--- src/hdl/bpf_pkg.sv ---
// Shared types and constants for the Bezier path flattener.
// Used by bpf_mul and bezier_path_flattener_top; no dependencies.
`timescale 1ns / 1ps

package bpf_pkg;

  localparam int COORD_W       = 32;
  localparam int PPU_W         = 16;
  localparam logic [PPU_W-1:0] PPU_RESET = 16'd256;
  // Curve coefficients: up to three coordinate differences summed, plus margin
  localparam int COEF_W        = 38;
  // Shared multiplier signed operand width
  localparam int MUL_AW        = 40;
  // Manhattan length: six 33-bit magnitudes
  localparam int LEN_W         = 36;
  // Coordinate frac + scale frac + divide by 8
  localparam int LEN_SHIFT     = 27;
  localparam int MIN_PTS       = 3;

  localparam int MAX_STEPS_DEF = 64;
  localparam int FRAC_BITS_DEF = 16;

  // Segment kinds
  localparam logic [1:0] KIND_MOVE  = 2'd0;
  localparam logic [1:0] KIND_LINE  = 2'd1;
  localparam logic [1:0] KIND_QUAD  = 2'd2;
  localparam logic [1:0] KIND_CUBIC = 2'd3;

  typedef struct packed {
    logic [1:0]                kind;
    logic signed [COORD_W-1:0] ctrl1_x;
    logic signed [COORD_W-1:0] ctrl1_y;
    logic signed [COORD_W-1:0] ctrl2_x;
    logic signed [COORD_W-1:0] ctrl2_y;
    logic signed [COORD_W-1:0] end_x;
    logic signed [COORD_W-1:0] end_y;
  } in_t;

  typedef struct packed {
    logic signed [COORD_W-1:0] point_x;
    logic signed [COORD_W-1:0] point_y;
    logic                      last_of_run;
  } out_t;

endpackage

--- src/hdl/bpf_mul.sv ---
// Shared multiplier: signed operand times unsigned operand, registered product.
// Depends on bpf_pkg.
`timescale 1ns / 1ps

module bpf_mul #(
  parameter int BW = bpf_pkg::PPU_W
) (
  input  logic                               clk_i,
  input  logic signed [bpf_pkg::MUL_AW-1:0]  a_i,
  input  logic        [BW-1:0]               b_i,
  output logic signed [bpf_pkg::MUL_AW+BW:0] p_o
);
  import bpf_pkg::*;

  logic signed [MUL_AW+BW:0] p_q;

  // registered product
  always_ff @(posedge clk_i) begin
    p_q <= (MUL_AW+BW+1)'(a_i) * $signed({1'b0, b_i});
  end

  assign p_o = p_q;

endmodule

--- config.mk ---
export PLATFORM = sky130hd
export DESIGN_NAME = bpf_mul
export DESIGN_NICKNAME = d
export VERILOG_FILES = /design/src/hdl/bpf_pkg.sv /design/src/hdl/bpf_mul.sv
export SDC_FILE = /design/constraint.sdc
export NUM_CORES = 2
export LEC_CHECK = 0
export BUFFER_PORTS_ARGS = -buffer_cell sky130_fd_sc_hd__buf_2
export CAP_MARGIN = 20
export CORE_MARGIN = 2
export CORE_UTILIZATION = 35
export CTS_BUF_LIST = sky130_fd_sc_hd__clkbuf_8
export DETAILED_ROUTE_END_ITERATION = 16
export SETUP_SLACK_MARGIN = 0.1
export SLEW_MARGIN = 20
export SYNTH_ARGS = -nofsm -noshare
export SYNTH_HDL_FRONTEND = slang
export SYNTH_SLANG_ARGS = --single-unit
--- constraint.sdc ---
create_clock -name clk_i -period 6.95 [get_ports clk_i]
set_input_delay 1.0425 -clock clk_i [delete_from_list [all_inputs] [get_ports clk_i]]
set_output_delay 1.0425 -clock clk_i [all_outputs]
set_load 0.02 [all_outputs]
==> qor.yml <==
ys_seq_area_frac: 0.0502
worst_hold_path_type: "in -> reg"
pre_antenna_drt_iters: 5
die_width_um: 259
yosys.area.top_type: "sky130_fd_sc_hd__fa_1"
synth_top_family_by_area: "adder cells"
timing.critical_path.required_ns: 7.32
num_antenna_cells: 0
worst-setup-path-type: "in -> reg"
slowest_stage: "sky130_fd_sc_hd__fa_1"
timing.critical_path.arrival_ns: 7.44
clk_pin_slew_worst_setup_hold_paths_ns: 0.09
achievable-frequency_ghz: 0.141
endpoint_kind: "flip-flop"
max_slew_margin: 0.647
yosysWarningCount: 0
syn_area_sq_mm: 0.0227
synth.top_cells.by_count: "655 x sky130_fd_sc_hd__inv_1, 601 x sky130_fd_sc_hd__fa_1, 434 x sky130_fd_sc_hd__nand2_1"
synthDistinctLibCells: 57
nNetsFinal: 3717
dieArea_sq_mm: 0.0670
synth_top_area_frac: 0.529
critical_path.startpoint_type: "primary input"
hold_violations: 0
rsz_0062_raised_after_global_routing: "true"
worst-slew-pin-transition_ns: 0.525
rows: 93
routabilityCongestion: 0.892
start_util: 0.353
die-height_um: 259
fill_cells: 6282
globalRouteTotalUtil: 0.206
cts_buffer_depth: 2
synth_top_flop_cell: "sky130_fd_sc_hd__dfxtp_1"
yosysMostFrequentCell: "sky130_fd_sc_hd__inv_1"
drt.antenna.violating_nets: 0
ff_latch_count_synth: 57
hold_buffers: 0
grt_pass1_vias: 19755
synth_compound_area_frac: 0.0462
timing.final.crit_share: 1.02
crit_top_cell: "sky130_fd_sc_hd__fa_1"
cts_tree: "yes"
overflow: 0
synth_mux_area_frac: 0.000440
period_minus_slack_ns: 7.07
cts_buffers: 9
yosys-top-cells-area: "sky130_fd_sc_hd__fa_1 53%, sky130_fd_sc_hd__inv_1 11%, sky130_fd_sc_hd__ha_1 7.3%"
layout-drive-gt1-share: 0.222
post-route-drc-count: 0
wl_per_cell_um: 16.9
cts.sink_count: 57
total_half_perimeter_wirelength_after_legalization_and_detailed_placement_um: 53800
core-area_sq_mm: 0.0643
maxCapViolCount: 0
edff_count_synth: 0
port_buffers: 113
synthesis.nets: 3302
syn_to_final_growth_pct: 25.8
drt_first_iter_violations: 851
post_synth_fa_ha_maj_area_fraction: 0.602
timing.critical_path.fanout_max: 5
final_core_util: 0.444
timing.critical_path.slowest_cell_delay_ns: 0.56
io_pins: 114
number_of_antenna_violations_at_the_first_check_in_global_routing: 2
largest_register_ff_count: 57
maxSlewViolCount: 0
vias_per_cell: 4.64
clock_tree.htree_level_count: 3
postSynthAreaPerCell_sq_um: 9.05
grt_max_degree: 28
drt_wl_total_um: 64200
cts_root_buffer: "sky130_fd_sc_hd__clkbuf_8"
post_synth_xor_area_fraction: 0.0196
final-setup-viol-count: 1
netlist_instances: 2511
outcome: "complete, but fails checks"
timing.final.ws_setup_ns: -0.122
violations: "setup timing"
grt_pass1_wl_um: 106000
post_synth_and_or_nand_nor_area_fraction: 0.155
synthArstFlopShare: 0
vias: 17576
==> final cells by class <==
type | count | area [sq um] | share of cell area
Multi-Input combinational cell | 1690 | 19400 | 0.678
Tap cell | 855 | 1070 | 0.0374
Clock buffer | 10 | 138 | 0.00481
Inverter | 656 | 2460 | 0.0861
Clock inverter | 6 | 58.8 | 0.00206
Timing Repair Buffer | 512 | 4330 | 0.151
Sequential cell | 57 | 1140 | 0.0399
==> routing by layer <==
metal / up-vias / routed length, um / global-route usage
met3: 91 / 3330 / 0.0288
met4: 4 / 1850 / 0.0657
met2: 436 / 32400 / 0.362
met1: 9019 / 26600 / 0.260
met5: - / 21 / 0
li1: 8026 / - / -
==> kinds of logic after synthesis <==
kind of cell             Yosys count
AO/OA/AOI/OAI                    159
XOR/XNOR                          51
adder cells (fa/ha/maj)          734
buffers and inverters            764
flip-flops                        57
multiplexers                       1
AND/OR/NAND/NOR                  745
==> cells in the final DEF (no fill, tap or decap), drive strengths merged, types with 8 or more instances in the layout <==
cell type,netlist,final
inv,656,657
fa,601,601
buf,1,507
nand2,435,435
and2,241,241
ha,133,133
dfxtp,57,57
a21oi,54,54
xnor2,37,37
o21ai,27,27
a21o,19,19
nor2,19,19
xor2,14,14
clkbuf,107,12
o21bai,10,10
o21a,9,9
nor3,9,9
a211oi,9,9
and3,8,8
nand3,8,8
==> worst max-delay path, delay by kind of cell <==
| family | cells | cell delay (ns) |
|---|---|---|
| adders and majority gates | 7 | 3.41 |
| buffers and inverters | 9 | 0.97 |
| AOI/OAI and AO/OA | 6 | 0.86 |
| and+or+nand+nor | 5 | 1.14 |
==> path summary, 6_finish.rpt <==
path / start / endpoint / slack, ns / cells after the start
hold / removal: a_i[1] / p_o[1]$_DFF_P_ / 1.28 / 4
setup / recovery: b_i[5] / p_o[55]$_DFF_P_ / -0.12 / 27
==> timing repair <==
| item | 4_1_cts | 5_1_grt |
|---|---|---|
| pin swaps | 79 | 55 |
| setup buffers | 34 | 9 |
| resized for setup | 172 | 52 |
| gates cloned | 5 | 1 |
| setup endpoints to repair | 26 | 17 |
| endpoints found under the hold margin | 0 | 0 |
==> metrics by stage <==
| step | hold WS (ns) | setup TNS [ns] | worst slack, ns | cells | cell area, sq um |
|---|---|---|---|---|---|
| floorplan | 1.17 | 0 | 0.102 | 2511 | 22800 |
| global placement | 1.46 | -20.48 | -1.11 | 3724 | 27000 |
| detailed placement | 1.46 | -22.00 | -1.23 | 3724 | 27000 |
| CTS | 1.24 | -0.0313 | -0.0313 | 3779 | 28300 |
| global route | 1.29 | -1.05 | -0.291 | 3786 | 28600 |
| finish | 1.28 | -0.122 | -0.122 | 3786 | 28600 |
Power is not shown: default switching activity piles up to over one toggle a cycle in this logic, so the estimate is an artifact.
